<file path="config.mk">
export PLATFORM = sky130hd
export DESIGN_NAME = integer_to_ascii_formatter_unit_flat
export DESIGN_NICKNAME = d
export VERILOG_FILES = /design/src/hdl/itoaf_pkg.sv /design/src/hdl/itoaf_ifs.sv /design/src/hdl/itoaf_front.sv /design/src/hdl/itoaf_fifo.sv /design/src/hdl/itoaf_back.sv /design/src/hdl/integer_to_ascii_formatter_unit.sv /design/src/flat_wrapper.sv
export VERILOG_INCLUDE_DIRS = /design/src /design/src/hdl
export SDC_FILE = /design/constraint.sdc
export NUM_CORES = 1
export LEC_CHECK = 0
export BUFFER_PORTS_ARGS = -buffer_cell sky130_fd_sc_hd__buf_4
export CAP_MARGIN = 20
export CORE_MARGIN = 4
export CORE_UTILIZATION = 61
export CTS_CLUSTER_SIZE = 24
export DETAILED_ROUTE_END_ITERATION = 16
export PLACE_DENSITY = 0.8
export SLEW_MARGIN = 5
export SYNTH_ARGS = -nofsm -noshare
export SYNTH_HDL_FRONTEND = slang
export SYNTH_HIERARCHICAL = 1
export SYNTH_SLANG_ARGS = --single-unit
</file>
<file path="constraint.sdc">
create_clock -name clock -period 5.45 [get_ports clock]
set_input_delay 0.8175 -clock clock [delete_from_list [all_inputs] [get_ports clock]]
set_output_delay 0.8175 -clock clock [all_outputs]
set_load 0.01 [all_outputs]
</file>
<file path="src/hdl/integer_to_ascii_formatter_unit_defines.svh">
// assertion macros used by the formatter back end
`ifndef INTEGER_TO_ASCII_FORMATTER_UNIT_DEFINES_SVH
`define INTEGER_TO_ASCII_FORMATTER_UNIT_DEFINES_SVH

// antecedent implies consequent in the same cycle
`define ITOAF_ASSERT_IMPLIES(label, clk, rst, ante, cons, msg) \
   label: assert property (@(posedge clk) disable iff (rst) (ante) |-> (cons)) \
      else $error(msg);

// condition must never be seen
`define ITOAF_ASSERT_NEVER(label, clk, rst, bad, msg) \
   label: assert property (@(posedge clk) disable iff (rst) !(bad)) \
      else $error(msg);

`endif

</file>
<file path="src/hdl/itoaf_pkg.sv">
// types, constants and helper functions of the integer to ascii formatter
package itoaf_pkg;

   localparam int OP_WIDTH    = 3;
   localparam int VALUE_WIDTH = 64;
   localparam int HALF_WIDTH  = 32;
   localparam int CHAR_WIDTH  = 8;
   localparam int SIGN_WIDTH  = 2;
   localparam int NIBBLES     = VALUE_WIDTH / 4;
   localparam int POS_WIDTH   = $clog2(NIBBLES);
   localparam int BCD_DIGITS  = 10;
   localparam int BCD_WIDTH   = BCD_DIGITS * 4;
   localparam int STEP_WIDTH  = $clog2(HALF_WIDTH);

   typedef enum logic [OP_WIDTH-1:0] {
      OP_SIGNED_DEC   = 3'd0,
      OP_UNSIGNED_DEC = 3'd1,
      OP_HEX_LOWER    = 3'd2,
      OP_HEX_UPPER    = 3'd3,
      OP_POINTER      = 3'd4
   } op_type;

   localparam logic [SIGN_WIDTH-1:0] SIGN_UNTOUCHED = 2'd0;
   localparam logic [SIGN_WIDTH-1:0] SIGN_NEGATIVE  = 2'd1;
   localparam logic [SIGN_WIDTH-1:0] SIGN_ZERO      = 2'd2;

   localparam logic [CHAR_WIDTH-1:0] CHAR_ZERO    = 8'h30;
   localparam logic [CHAR_WIDTH-1:0] CHAR_X       = 8'h78;
   localparam logic [CHAR_WIDTH-1:0] CHAR_A_LOWER = 8'h61;
   localparam logic [CHAR_WIDTH-1:0] CHAR_A_UPPER = 8'h41;

   // classified job handed from front to back
   typedef struct packed {
      logic                   is_dec;
      logic                   upper;
      logic                   prefix;
      logic [SIGN_WIDTH-1:0]  sign;
      logic [VALUE_WIDTH-1:0] mag;
   } job_type;

   typedef enum logic [2:0] {
      BK_IDLE,
      BK_CONVERT,
      BK_FIND,
      BK_PREFIX_ZERO,
      BK_PREFIX_X,
      BK_DIGITS
   } back_state_type;

   function automatic logic [CHAR_WIDTH-1:0] nibble_char(input logic [3:0] nib,
                                                         input logic upper);
      logic [CHAR_WIDTH-1:0] wide;
      wide = {4'h0, nib};
      if (nib < 4'd10) begin
         return CHAR_ZERO + wide;
      end else if (upper) begin
         return CHAR_A_UPPER + wide - 8'd10;
      end else begin
         return CHAR_A_LOWER + wide - 8'd10;
      end
   endfunction

   // index of the highest nonzero nibble, zero when all nibbles are zero
   function automatic logic [POS_WIDTH-1:0] msd_index(input logic [VALUE_WIDTH-1:0] d);
      logic [POS_WIDTH-1:0] idx;
      idx = '0;
      for (int i = 0; i < NIBBLES; i++) begin
         if (d[i*4 +: 4] != 4'h0) begin
            idx = POS_WIDTH'(i);
         end
      end
      return idx;
   endfunction

endpackage

</file>
<file path="src/hdl/itoaf_ifs.sv">
// request and response channel interfaces of the formatter
interface itoaf_req_if;
   import itoaf_pkg::*;
   logic                   valid;
   logic                   ready;
   logic [OP_WIDTH-1:0]    operation;
   logic [VALUE_WIDTH-1:0] value;
   modport source (output valid, output operation, output value, input ready);
   modport sink (input valid, input operation, input value, output ready);
endinterface

interface itoaf_rsp_if;
   import itoaf_pkg::*;
   logic                  valid;
   logic                  ready;
   logic [CHAR_WIDTH-1:0] character;
   logic                  last;
   logic [SIGN_WIDTH-1:0] sign_code;
   modport source (output valid, output character, output last, output sign_code,
                   input ready);
   modport sink (input valid, input character, input last, input sign_code,
                 output ready);
endinterface

</file>
<file path="src/hdl/itoaf_front.sv">
// front end: accepts requests and classifies them into jobs
module itoaf_front (
   itoaf_req_if.sink          req,
   output itoaf_pkg::job_type job,
   output logic               job_valid,
   input  logic               job_ready
);
   import itoaf_pkg::*;

   logic [HALF_WIDTH-1:0] low;
   logic                  known;

   always_comb begin
      low        = req.value[HALF_WIDTH-1:0];
      known      = 1'b1;
      job.is_dec = 1'b0;
      job.upper  = 1'b0;
      job.prefix = 1'b0;
      job.sign   = SIGN_UNTOUCHED;
      job.mag    = {{(VALUE_WIDTH-HALF_WIDTH){1'b0}}, low};
      case (req.operation)
         OP_SIGNED_DEC: begin
            job.is_dec = 1'b1;
            if (low[HALF_WIDTH-1]) begin
               job.sign = SIGN_NEGATIVE;
               job.mag  = {{(VALUE_WIDTH-HALF_WIDTH){1'b0}}, (~low) + 32'd1};
            end
         end
         OP_UNSIGNED_DEC: begin
            job.is_dec = 1'b1;
         end
         OP_HEX_LOWER: begin
            job.upper = 1'b0;
         end
         OP_HEX_UPPER: begin
            job.upper = 1'b1;
         end
         OP_POINTER: begin
            job.prefix = 1'b1;
            job.mag    = req.value;
         end
         default: begin
            known = 1'b0;
         end
      endcase
      if (job.mag == '0) begin
         job.sign = SIGN_ZERO;
      end
   end

   // unused codes are taken and dropped
   assign job_valid = req.valid && known;
   assign req.ready = job_ready;

endmodule

</file>
<file path="src/hdl/itoaf_fifo.sv">
// short job queue between front and back
module itoaf_fifo #(
   parameter int DEPTH = 2
) (
   input  logic               clock,
   input  logic               reset,
   input  itoaf_pkg::job_type push_job,
   input  logic               push_valid,
   output logic               push_ready,
   output itoaf_pkg::job_type pop_job,
   output logic               pop_valid,
   input  logic               pop_ready
);
   import itoaf_pkg::*;

   localparam int AW = (DEPTH > 1) ? $clog2(DEPTH) : 1;
   localparam int CW = $clog2(DEPTH + 1);

   job_type        mem_ff [DEPTH];
   logic [AW-1:0]  wr_ptr_ff, wr_ptr_in;
   logic [AW-1:0]  rd_ptr_ff, rd_ptr_in;
   logic [CW-1:0]  count_ff, count_in;
   logic           do_push, do_pop;

   assign push_ready = (count_ff != CW'(DEPTH));
   assign pop_valid  = (count_ff != '0);
   assign pop_job    = mem_ff[rd_ptr_ff];
   assign do_push    = push_valid && push_ready;
   assign do_pop     = pop_valid && pop_ready;

   always_comb begin
      wr_ptr_in = wr_ptr_ff;
      rd_ptr_in = rd_ptr_ff;
      count_in  = count_ff;
      if (do_push) begin
         wr_ptr_in = (wr_ptr_ff == AW'(DEPTH - 1)) ? '0 : wr_ptr_ff + 1'b1;
      end
      if (do_pop) begin
         rd_ptr_in = (rd_ptr_ff == AW'(DEPTH - 1)) ? '0 : rd_ptr_ff + 1'b1;
      end
      if (do_push && !do_pop) begin
         count_in = count_ff + 1'b1;
      end else if (do_pop && !do_push) begin
         count_in = count_ff - 1'b1;
      end
   end

   always_ff @(posedge clock) begin
      if (reset) begin
         wr_ptr_ff <= '0;
         rd_ptr_ff <= '0;
         count_ff  <= '0;
      end else begin
         wr_ptr_ff <= wr_ptr_in;
         rd_ptr_ff <= rd_ptr_in;
         count_ff  <= count_in;
      end
   end

   always_ff @(posedge clock) begin
      if (do_push) begin
         mem_ff[wr_ptr_ff] <= push_job;
      end
   end

endmodule

</file>
<file path="src/hdl/itoaf_back.sv">
// back end: binary to bcd conversion and character emission
`include "integer_to_ascii_formatter_unit_defines.svh"
module itoaf_back (
   input  logic               clock,
   input  logic               reset,
   input  itoaf_pkg::job_type job,
   input  logic               job_valid,
   output logic               job_ready,
   itoaf_rsp_if.source        rsp
);
   import itoaf_pkg::*;

   back_state_type         state_ff, state_in;
   logic [VALUE_WIDTH-1:0] dig_ff, dig_in;
   logic [HALF_WIDTH-1:0]  bin_ff, bin_in;
   logic [STEP_WIDTH-1:0]  step_ff, step_in;
   logic [POS_WIDTH-1:0]   pos_ff, pos_in;
   logic                   upper_ff, upper_in;
   logic                   prefix_ff, prefix_in;
   logic [SIGN_WIDTH-1:0]  sign_ff, sign_in;
   logic                   out_valid_ff, out_valid_in;
   logic [CHAR_WIDTH-1:0]  char_ff, char_in;
   logic                   last_ff, last_in;
   logic [SIGN_WIDTH-1:0]  code_ff, code_in;
   logic                   emit_ok;
   logic [BCD_WIDTH-1:0]   adj;
   logic [3:0]             cur_nib;

   assign emit_ok = !out_valid_ff || rsp.ready;
   assign cur_nib = dig_ff[{pos_ff, 2'b00} +: 4];

   // add three to every bcd digit of five or more before the shift
   always_comb begin
      for (int i = 0; i < BCD_DIGITS; i++) begin
         adj[i*4 +: 4] = (dig_ff[i*4 +: 4] >= 4'd5) ? dig_ff[i*4 +: 4] + 4'd3
                                                    : dig_ff[i*4 +: 4];
      end
   end

   always_comb begin
      state_in     = state_ff;
      dig_in       = dig_ff;
      bin_in       = bin_ff;
      step_in      = step_ff;
      pos_in       = pos_ff;
      upper_in     = upper_ff;
      prefix_in    = prefix_ff;
      sign_in      = sign_ff;
      out_valid_in = out_valid_ff && !rsp.ready;
      char_in      = char_ff;
      last_in      = last_ff;
      code_in      = code_ff;
      job_ready    = 1'b0;
      case (state_ff)
         BK_IDLE: begin
            job_ready = 1'b1;
            if (job_valid) begin
               upper_in  = job.upper;
               prefix_in = job.prefix;
               sign_in   = job.sign;
               if (job.is_dec) begin
                  bin_in   = job.mag[HALF_WIDTH-1:0];
                  dig_in   = '0;
                  step_in  = '0;
                  state_in = BK_CONVERT;
               end else begin
                  dig_in   = job.mag;
                  state_in = BK_FIND;
               end
            end
         end
         BK_CONVERT: begin
            dig_in  = {{(VALUE_WIDTH-BCD_WIDTH){1'b0}}, adj[BCD_WIDTH-2:0],
                       bin_ff[HALF_WIDTH-1]};
            bin_in  = {bin_ff[HALF_WIDTH-2:0], 1'b0};
            step_in = step_ff + 1'b1;
            if (step_ff == STEP_WIDTH'(HALF_WIDTH - 1)) begin
               state_in = BK_FIND;
            end
         end
         BK_FIND: begin
            pos_in   = msd_index(dig_ff);
            state_in = prefix_ff ? BK_PREFIX_ZERO : BK_DIGITS;
         end
         BK_PREFIX_ZERO: begin
            if (emit_ok) begin
               out_valid_in = 1'b1;
               char_in      = CHAR_ZERO;
               last_in      = 1'b0;
               code_in      = sign_ff;
               state_in     = BK_PREFIX_X;
            end
         end
         BK_PREFIX_X: begin
            if (emit_ok) begin
               out_valid_in = 1'b1;
               char_in      = CHAR_X;
               last_in      = 1'b0;
               code_in      = sign_ff;
               state_in     = BK_DIGITS;
            end
         end
         BK_DIGITS: begin
            if (emit_ok) begin
               out_valid_in = 1'b1;
               char_in      = nibble_char(cur_nib, upper_ff);
               last_in      = (pos_ff == '0);
               code_in      = sign_ff;
               if (pos_ff == '0) begin
                  state_in = BK_IDLE;
               end else begin
                  pos_in = pos_ff - 1'b1;
               end
            end
         end
         default: begin
            state_in = BK_IDLE;
         end
      endcase
   end

   always_ff @(posedge clock) begin
      if (reset) begin
         state_ff     <= BK_IDLE;
         out_valid_ff <= 1'b0;
      end else begin
         state_ff     <= state_in;
         out_valid_ff <= out_valid_in;
      end
   end

   always_ff @(posedge clock) begin
      dig_ff    <= dig_in;
      bin_ff    <= bin_in;
      step_ff   <= step_in;
      pos_ff    <= pos_in;
      upper_ff  <= upper_in;
      prefix_ff <= prefix_in;
      sign_ff   <= sign_in;
      char_ff   <= char_in;
      last_ff   <= last_in;
      code_ff   <= code_in;
   end

   assign rsp.valid     = out_valid_ff;
   assign rsp.character = char_ff;
   assign rsp.last      = last_ff;
   assign rsp.sign_code = code_ff;

   `ITOAF_ASSERT_IMPLIES(a_find_zero, clock, reset, state_ff == BK_FIND, (sign_ff == SIGN_ZERO) == (dig_ff == '0), "zero sign code disagrees with digits")
   `ITOAF_ASSERT_IMPLIES(a_zero_one_digit, clock, reset, state_ff == BK_DIGITS && sign_ff == SIGN_ZERO, pos_ff == '0, "zero value with more than one digit")
   `ITOAF_ASSERT_NEVER(a_bcd_range, clock, reset, state_ff == BK_CONVERT && dig_ff[VALUE_WIDTH-1:BCD_WIDTH] != '0, "bcd result beyond ten digits")

endmodule

</file>
<file path="src/hdl/integer_to_ascii_formatter_unit.sv">
// top level of the integer to ascii formatter
//
// channel   direction  payload                          transfer when
// req       in         operation[2:0], value[63:0]      req.valid && req.ready
// rsp       out        character[7:0], last, sign_code  rsp.valid && rsp.ready
//
// decimal items (1..10 digits) first pass the one-bit-per-cycle double
// dabble loop in the back end; hex items have 1..8 digits and pointer
// items 1..16 digits after a 0x prefix; while rsp is ready, the back end
// emits one character per cycle through its output register
// the queue lets the front take new requests while the back end is busy
// reset is synchronous and active high; it empties the queue and output
// a stalled rsp holds the back end but not the front until the queue fills
module integer_to_ascii_formatter_unit #(
   parameter int QUEUE_DEPTH = 2
) (
   input logic          clock,
   input logic          reset,
   itoaf_req_if.sink    req,
   itoaf_rsp_if.source  rsp
);
   import itoaf_pkg::*;

   // classified job out of the front end
   job_type front_job;
   logic    front_valid;
   logic    front_ready;

   // job at the head of the queue
   job_type back_job;
   logic    back_valid;
   logic    back_ready;

   // front: decode operation, take magnitude and sign code
   itoaf_front u_front (
      .req       (req),
      .job       (front_job),
      .job_valid (front_valid),
      .job_ready (front_ready)
   );

   // short queue decouples classification from emission
   itoaf_fifo #(
      .DEPTH (QUEUE_DEPTH)
   ) u_fifo (
      .clock      (clock),
      .reset      (reset),
      .push_job   (front_job),
      .push_valid (front_valid),
      .push_ready (front_ready),
      .pop_job    (back_job),
      .pop_valid  (back_valid),
      .pop_ready  (back_ready)
   );

   // back: bcd conversion for decimal, then characters msd first
   itoaf_back u_back (
      .clock     (clock),
      .reset     (reset),
      .job       (back_job),
      .job_valid (back_valid),
      .job_ready (back_ready),
      .rsp       (rsp)
   );

endmodule
</file>
<file path="src/flat_wrapper.sv">
// flat-port wrapper written by rule: the top's interface ports become plain ports
module integer_to_ascii_formatter_unit_flat import itoaf_pkg::*;
#(
   parameter int QUEUE_DEPTH = 2
)
  (clock, reset, req_valid, req_operation, req_value, req_ready, rsp_valid, rsp_character, rsp_last, rsp_sign_code, rsp_ready);
  itoaf_req_if req_i ();
  itoaf_rsp_if rsp_i ();
  input logic clock;
  input logic reset;
  input wire logic [$bits(req_i.valid)-1:0] req_valid;
  input wire logic [$bits(req_i.operation)-1:0] req_operation;
  input wire logic [$bits(req_i.value)-1:0] req_value;
  output wire logic [$bits(req_i.ready)-1:0] req_ready;
  output wire logic [$bits(rsp_i.valid)-1:0] rsp_valid;
  output wire logic [$bits(rsp_i.character)-1:0] rsp_character;
  output wire logic [$bits(rsp_i.last)-1:0] rsp_last;
  output wire logic [$bits(rsp_i.sign_code)-1:0] rsp_sign_code;
  input wire logic [$bits(rsp_i.ready)-1:0] rsp_ready;
  assign req_i.valid = req_valid;
  assign req_i.operation = req_operation;
  assign req_i.value = req_value;
  assign req_ready = req_i.ready;
  assign rsp_valid = rsp_i.valid;
  assign rsp_character = rsp_i.character;
  assign rsp_last = rsp_i.last;
  assign rsp_sign_code = rsp_i.sign_code;
  assign rsp_i.ready = rsp_ready;
  integer_to_ascii_formatter_unit #(.QUEUE_DEPTH(QUEUE_DEPTH)) u_core (.clock(clock), .reset(reset), .req(req_i), .rsp(rsp_i));
endmodule
</file>
==> key figures, run 1 <==
Status
  – Status: finished clean

Global route
  – Initial antenna violation count: 0
  – Largest net degree at the start of global routing: 75
  – Grt ovf: 0
  – Met2 Use GR: between 30% and 40%
  – Met1 usage: 34.48%
  – Layer with the highest usage: met2
  – First-pass GRT wire length: ~47,000 um
  – Tot GR Track Use: 23.67%
  – Vias in the first global route: 8,920
  – Met3 usage: 4.295%

Synth
  – Mux cell area share after synthesis: a little under a tenth
  – Mapped Nets: roughly 1,200
  – Post-synth EDFFs: 257
  – Most used DFF post-synth: edfxtp_1
  – Syn Area/Cell: 12.14 sq um
  – Simple-gate share of the synthesized area: about 17%
  – Largest family of logic cells by synthesized area: simple AND/OR/NAND/NOR gates
  – Sequential area share after synthesis: 57.25%
  – Syn Inst Count: 1,136
  – Mapped Area: 13,800 sq um
  – Ys Warns: 6
  – Synth Area in Adders: about 2.4%
  – Xor/xnor share of the synthesized area: roughly 3.6%
  – FF+latch count, synth: 266
  – Compound-Gate Fraction of Synth Area: 7.981%
  – Cell variety after synth: 75
  – Asr flop ratio synth: 0%

Critical path
  – Crit path required time: 5.72 ns
  – Crit path DAT: between 4 and 5 ns
  – CP cell instances: buf_4 -> or4_4 -> or4b_1 -> o41a_1 -> or3_1 -> a2111oi_1 -> nand4b_1 -> nor4_2 -> nor2_1
  – R2R depth: 5
  – Worst setup SP type: primary input
  – R2R Setup Slk: 2.62 ns
  – R2R Path Start: u_core/u_back/state_ff[0]
  – Critical path origin: req_value[2]
  – Largest stage delay on the critical path: a little under 0.7 ns
  – CP max FO: 9
  – WS Path Type: in2reg
  – Crit end category: register
  – RR Endpoint: u_core/u_back/dig_ff[54]
  – Slowest cell on crit path: or4b_1

Worst hold path
  – Min-delay src: u_core/u_back/sign_ff[1]
  – Hold Path End: u_core/u_back/rsp.sign_code[1]
  – Hold Crit Depth: 0
  – Hold WC Path Type: reg2reg

STA
  – Total Neg Setup Slack: 0 ns
  – Slew headroom: between 40% and 50%
  – Period Utilization, post-route: 70.53%
  – Final setup fails: 0
  – Worst-Margin Slew: 0.8819 ns
  – FMAX: 260.2 MHz
  – Hold Vio Cnt, Final: 0
  – Fin Hold WS: 0.4428 ns
  – RSZ-0062 raised after global routing: false
  – Minimum clock period: a little under 4 ns
  – Clock skew: 0.01640 ns
  – Final-report max-slew violation count: 0

Drt
  – Vias per cell: ~6.1
  – DR WL/cell: about 20 um
  – Remaining DRCs: 0
  – First drt pass iteration count: 5
  – Vias: 9,185
  – DRT Wirelength: 29,660 um
  – DR iter-0 viols: 807
  – Routed Antenna Nets: 0

Layout
  – Reg area: between 7000 and 8000 sq um
  – Fin cells: 1,501
  – Fin util: 70.44%
  – FILL cells: 1,522
  – Fraction of layout cells with a size suffix above 1: 19.74%
  – Ant. Diodes: 0
  – Commonest non-fill, non-tap cell in the layout: edfxtp_1
  – Layout Nets: 1,297
  – Leading cell types in the layout, fill and taps excluded: edfxtp_1, nand2_1, buf_4
  – Layout area overhead: 12.46%
  – Multi-input gate area: 5530 sq um

CTS
  – Clock sink total: 266
  – Clock Pin Slew Worst Setup and Hold Paths: ~0.06 ns
  – Post-CTS setup buffers: 0
  – CTS tree: yes
  – Clock insertion delay at the later pin of the skew report: 0.55 ns
  – Cts hold-fix bufs: 0
  – CTS Buf Count: 28
  – CTS Buffer Depth: 3
  – Clk Tree Root Cell: clkbuf_16
  – Max H-tree Level: 1
  – Post-CTS sizing: 0

Floorplan
  – Initial cell density of the core: 62.63%
  – Io pins: 84
  – Rows: 54
  – Die height: between 150 and 200 um
  – Die area: between 20,000 and 30,000 sq um
  – Total core area: around 22,000 sq um
  – Die Width: ~160 um

Placement
  – Port bufs: 82
  – Placed Instances: around 1,400
  – Hpwl dp: 20,350 um
  – RD Place Congestion: about 0.88

Pwr
  – Maximum vdd ir drop: 0.0003723 V
  – Power Density: 505.2 nW/um^2
  – Pleak: 5.548 nW

Run
  – Total of max-cap violations: 0
worst max path at each step:
stage,endpoint,depth (start not counted),slack (ns)
finish,u_core/u_fifo/mem_ff[0][64],9,1.61
CTS,u_core/u_fifo/mem_ff[0][64],9,1.68
global placement,u_core/u_fifo/mem_ff[0][64],9,1.16
detailed placement,u_core/u_fifo/mem_ff[1][64],9,1.11
global route,u_core/u_fifo/mem_ff[0][64],9,1.47
floorplan,u_core/u_back/bin_ff[0],6,1.33
cells in the mapped netlist, types with 4 or more instances:
cell      instances  share of area [%]
and2_1           64                2.9
nor4b_1           4               0.25
a31oi_1           4               0.18
nand2_1         130                3.5
mux4_2            7                1.1
mux2_4           10                1.1
mux2i_1           8               0.58
inv_1            26               0.71
nor2_1           51                1.4
o21ai_0          27               0.98
clkbuf_1         41                1.1
nand3_1           8               0.29
ha_1             26                2.4
buf_1             4               0.11
xor2_1           25                1.6
dfxtp_1           9                1.3
a211oi_1          4               0.22
or4_1            12               0.65
nand4_1           8               0.36
mux2_2           63                5.1
buf_6             6               0.49
xnor2_1          31                2.0
nor2b_1           4               0.18
o21ai_1          36                1.3
buf_2             8               0.29
or3_1             5               0.23
a21oi_1          59                2.1
mux4_1            6                1.1
nand2b_1         14               0.63
nor3b_1          19                1.0
nor3_1           18               0.65
o31ai_1          14               0.76
nand3b_1         46                2.5
edfxtp_1        257                 56
nor4_1           20               0.91
worst max-delay path: cells and delay by family:
kind / cells / cell delay (ns)
AO/OA/AOI/OAI: 2 / 0.96
AND/OR/NAND/NOR: 6 / 2.18
buffers and inverters: 1 / 0.15
sequential cells by signal, indices dropped and copies added, names as in the netlist, named ones only:
register and count:
u_core/u_back/state_ff 3, u_core/u_fifo/count_ff 2, u_core/u_back/step_ff 5, u_core/u_back/rsp.last 1, u_core/u_fifo/rd_ptr_ff 1, u_core/u_back/rsp.valid 1
u_core/u_back/prefix_ff 1, u_core/u_back/sign_ff 2, u_core/u_back/upper_ff 1, u_core/u_fifo/wr_ptr_ff 1, u_core/u_fifo/mem_ff 138, u_core/u_back/bin_ff 32
u_core/u_back/rsp.sign_code 2, u_core/u_back/pos_ff 4, u_core/u_back/dig_ff 64, u_core/u_back/rsp.character 7
kinds of logic after synthesis:
logic type / count (synthesis)
compound gates: 180
xor+xnor: 56
fa+ha+maj: 26
buf+inv: 89
flops: 266
mux: 95
other cells: 1
simple gates: 423
final cells by class:
cell class	count	share of cell area, %
inverter	28	0.6774
sequential	266	50.91
clock inverter	17	1.040
multi-input combinational	781	35.65
clock buffer	34	4.661
tap	280	2.258
timing repair buffer	95	4.806
layer usage:
metal	share of wire, %	vias up	wire, um
li1	-	4360	-
met1	43	4438	12850
met2	47	334	13870
met3	7.5	53	2235
met4	2.4	0	698
met5	0	-	0
metrics by stage:
step / setup slack [ns] / power (mW) / area (sq um)
after floorplan: 1.330 / 5.282 / 13800
after global placement: 1.157 / 5.902 / 14580
after detailed placement: 1.110 / 6.014 / 14600
after CTS: 1.681 / 7.872 / 15490
after global routing: 1.469 / 8.298 / 15510
final: 1.606 / 7.838 / 15510
where the power goes:
part           switching, mW  internal (mW)  total, mW  leakage, nW
sequential             0.372           3.04       3.41         2.49
clock                  0.775           1.05       1.82        0.430
combinational           1.56           1.04       2.60         2.63
Note: power is estimated with default switching activity, not from simulation.
==> run 2: changes to the inputs <==
==> constraint.sdc (replaced) <==
create_clock -name clock -period 3.8 [get_ports clock]
set_input_delay 0.57 -clock clock [delete_from_list [all_inputs] [get_ports clock]]
set_output_delay 0.57 -clock clock [all_outputs]
set_load 0.01 [all_outputs]
==> run 2 against run 1 <==
Against the previous run: clock skew rose by 0.014 ns; die area unchanged; global-route usage rose by 0.063 points; largest power group unchanged.
==> key figures, run 2 (synthesized netlist as in run 1, its figures left out) <==
Critical path
  – R2R depth: 9 (+4)
  – RR Endpoint: u_core/u_back/rsp.character[6]
  – Crit path DAT: 3.54 ns (-0.58 ns)
  – R2R Setup Slk: 1.24 ns (-1.38 ns)
  – Crit end category: register
  – CP max FO: 2 (-7)
  – Worst setup SP type: primary input
  – R2R Path Start: u_core/u_back/pos_ff[0]
  – Crit path required time: 4.07 ns (-1.65 ns)
  – WS Path Type: in2reg

CTS
  – Clock Pin Slew Worst Setup and Hold Paths: 0.06 ns (about the same)
  – Max H-tree Level: 1 (unchanged)
  – CTS tree: yes
  – Clk Tree Root Cell: clkbuf_16
  – Cts hold-fix bufs: 0 (unchanged)
  – CTS Buf Count: 28 (unchanged)
  – Post-CTS sizing: 0 (unchanged)
  – Clock sink total: 266 (unchanged)
  – Clock insertion delay at the later pin of the skew report: 0.55 ns (about the same)
  – Post-CTS setup buffers: 0 (unchanged)
  – CTS Buffer Depth: 3 (unchanged)

Drt
  – DR WL/cell: 19.69 um (-0.34%)
  – First drt pass iteration count: 5 (unchanged)
  – Vias: 9,334 (+1.6%)
  – DR iter-0 viols: 853 (+5.7%)
  – Remaining DRCs: 0 (unchanged)
  – Vias per cell: 6.129 (+0.15%)
  – DRT Wirelength: 29,990 um (+1.1%)
  – Routed Antenna Nets: 0 (unchanged)

Layout
  – Top flop regs: u_core/u_fifo/mem_ff x138, u_core/u_back/dig_ff x64, u_core/u_back/bin_ff x32
  – Reg with most FFs: u_core/u_fifo/mem_ff
  – Max FFs per register: 138 (unchanged)
  – Leading cell types in the layout, fill and taps excluded: edfxtp_1, nand2_1, buf_4
  – Commonest non-fill, non-tap cell in the layout: edfxtp_1
  – FILL cells: 1,469 (-3.5%)
  – Ant. Diodes: 0 (unchanged)
  – Fraction of layout cells with a size suffix above 1: 21.16% (+1.4 points)
  – Layout area overhead: 13.92%
  – Fin cells: 1,523 (+1.5%)
  – Layout Nets: 1,318 (+1.6%)

Floorplan
  – Rows: 54 (unchanged)
  – Initial cell density of the core: 62.63% (unchanged)
  – Total core area: 22,030 sq um (unchanged)
  – Die area: 25,090 sq um (unchanged)
  – Io pins: 84 (unchanged)
  – Die Width: 158.4 um (unchanged)
  – Die height: 158.4 um (unchanged)

Global route
  – Vias in the first global route: 8,854 (-0.74%)
  – First-pass GRT wire length: 47,170 um (+0.57%)
  – Grt ovf: 0 (unchanged)
  – Initial antenna violation count: 0 (unchanged)
  – Largest net degree at the start of global routing: 82 (+9.3%)
  – Tot GR Track Use: 23.73% (+0.063 points)

Placement
  – Placed Instances: 1,471 (+1.5%)
  – RD Place Congestion: 0.8861 (+0.58%)
  – Hpwl dp: 20,740 um (+1.9%)
  – Port bufs: 82 (unchanged)

STA
  – Minimum clock period: 3.278 ns
  – Period Utilization, post-route: 86.27%
  – Clock skew: 0.03086 ns (+0.01445 ns)
  – Slew headroom: 41.29% (+0.078 points)
  – Hold Vio Cnt, Final: 0 (unchanged)
  – RSZ-0062 raised after global routing: false
  – Final-report max-slew violation count: 0 (unchanged)
  – FMAX: 305.0 MHz
  – Final setup fails: 0 (unchanged)
  – Total Neg Setup Slack: 0 ns (unchanged)
  – Fin Hold WS: 0.2619 ns (-0.1809 ns)
  – Worst-Margin Slew: 0.8780 ns (-0.003894 ns)

Run
  – Total of max-cap violations: 0 (unchanged)

Status
  – Status: finished clean

Worst hold path
  – Hold Path End: u_core/u_fifo/count_ff[1]
  – Min-delay src: reset
  – Hold WC Path Type: in2reg
  – Hold Crit Depth: 2 (+2)

Pwr
  – Pleak: 5.670 nW (+2.2%)
  – Total power: 11.41 mW (+46%)
  – Power Density: 726.2 nW/um^2 (+44%)
  – Maximum vdd ir drop: 0.0004695 V (+26%)
[run 2: critical path, cell delays in order]
cell and delay, ns:
buf_4 0.11, or4_4 0.52, or4b_1 0.55, o41a_1 0.45, or3_1 0.32, a2111oi_1 0.43
nand4b_1 0.18, nor4_2 0.31, nor2_1 0.09
[run 2: layout make-up]
type	instances	area [sq um]	share of cell area (%)
Multi-Input combinational cell	781	5537	35.23
Clock inverter	19	176.4	1.123
Tap cell	280	350.3	2.229
Timing Repair Buffer	116	908.4	5.780
Clock buffer	33	740.7	4.713
Inverter	28	105.1	0.6687
Sequential cell	266	7899	50.26
[run 2: stage by stage]
stage	utilization (%)	setup slack, ns	area [sq um]
CTS	71.35	0.5304	15720
finish	71.35	0.5217	15720
detailed placement	67.19	-0.01112	14800
global placement	67.19	0.06156	14800
floorplan	-	0.01746	13800
global route	71.35	0.3865	15720
[run 2: worst max path at each step]
| stage | from | endpoint | cells after the start |
|---|---|---|---|
| CTS | req_value[3] | u_core/u_fifo/mem_ff[0][64] | 9 |
| detailed placement | req_value[3] | u_core/u_fifo/mem_ff[0][64] | 9 |
| global placement | req_value[3] | u_core/u_fifo/mem_ff[1][64] | 9 |
| finish | req_value[3] | u_core/u_fifo/mem_ff[0][64] | 9 |
| global route | req_value[13] | u_core/u_fifo/mem_ff[0][64] | 9 |
| floorplan | req_value[2] | u_core/u_fifo/mem_ff[0][64] | 10 |
[run 2: power by group]
| part | switching, mW | internal [mW] | leakage, nW |
|---|---|---|---|
| clock network | 1.11 | 1.60 | 0.454 |
| logic | 2.24 | 1.54 | 2.73 |
| registers | 0.570 | 4.36 | 2.49 |
| total | 3.92 | 7.49 | 5.67 |
[run 2: metal layers]
metal	share of wire, %	GRT usage, %
met1	44	36.77
met5	0	0
met3	7.4	2.745
met4	2.5	5.727
met2	46	36.37
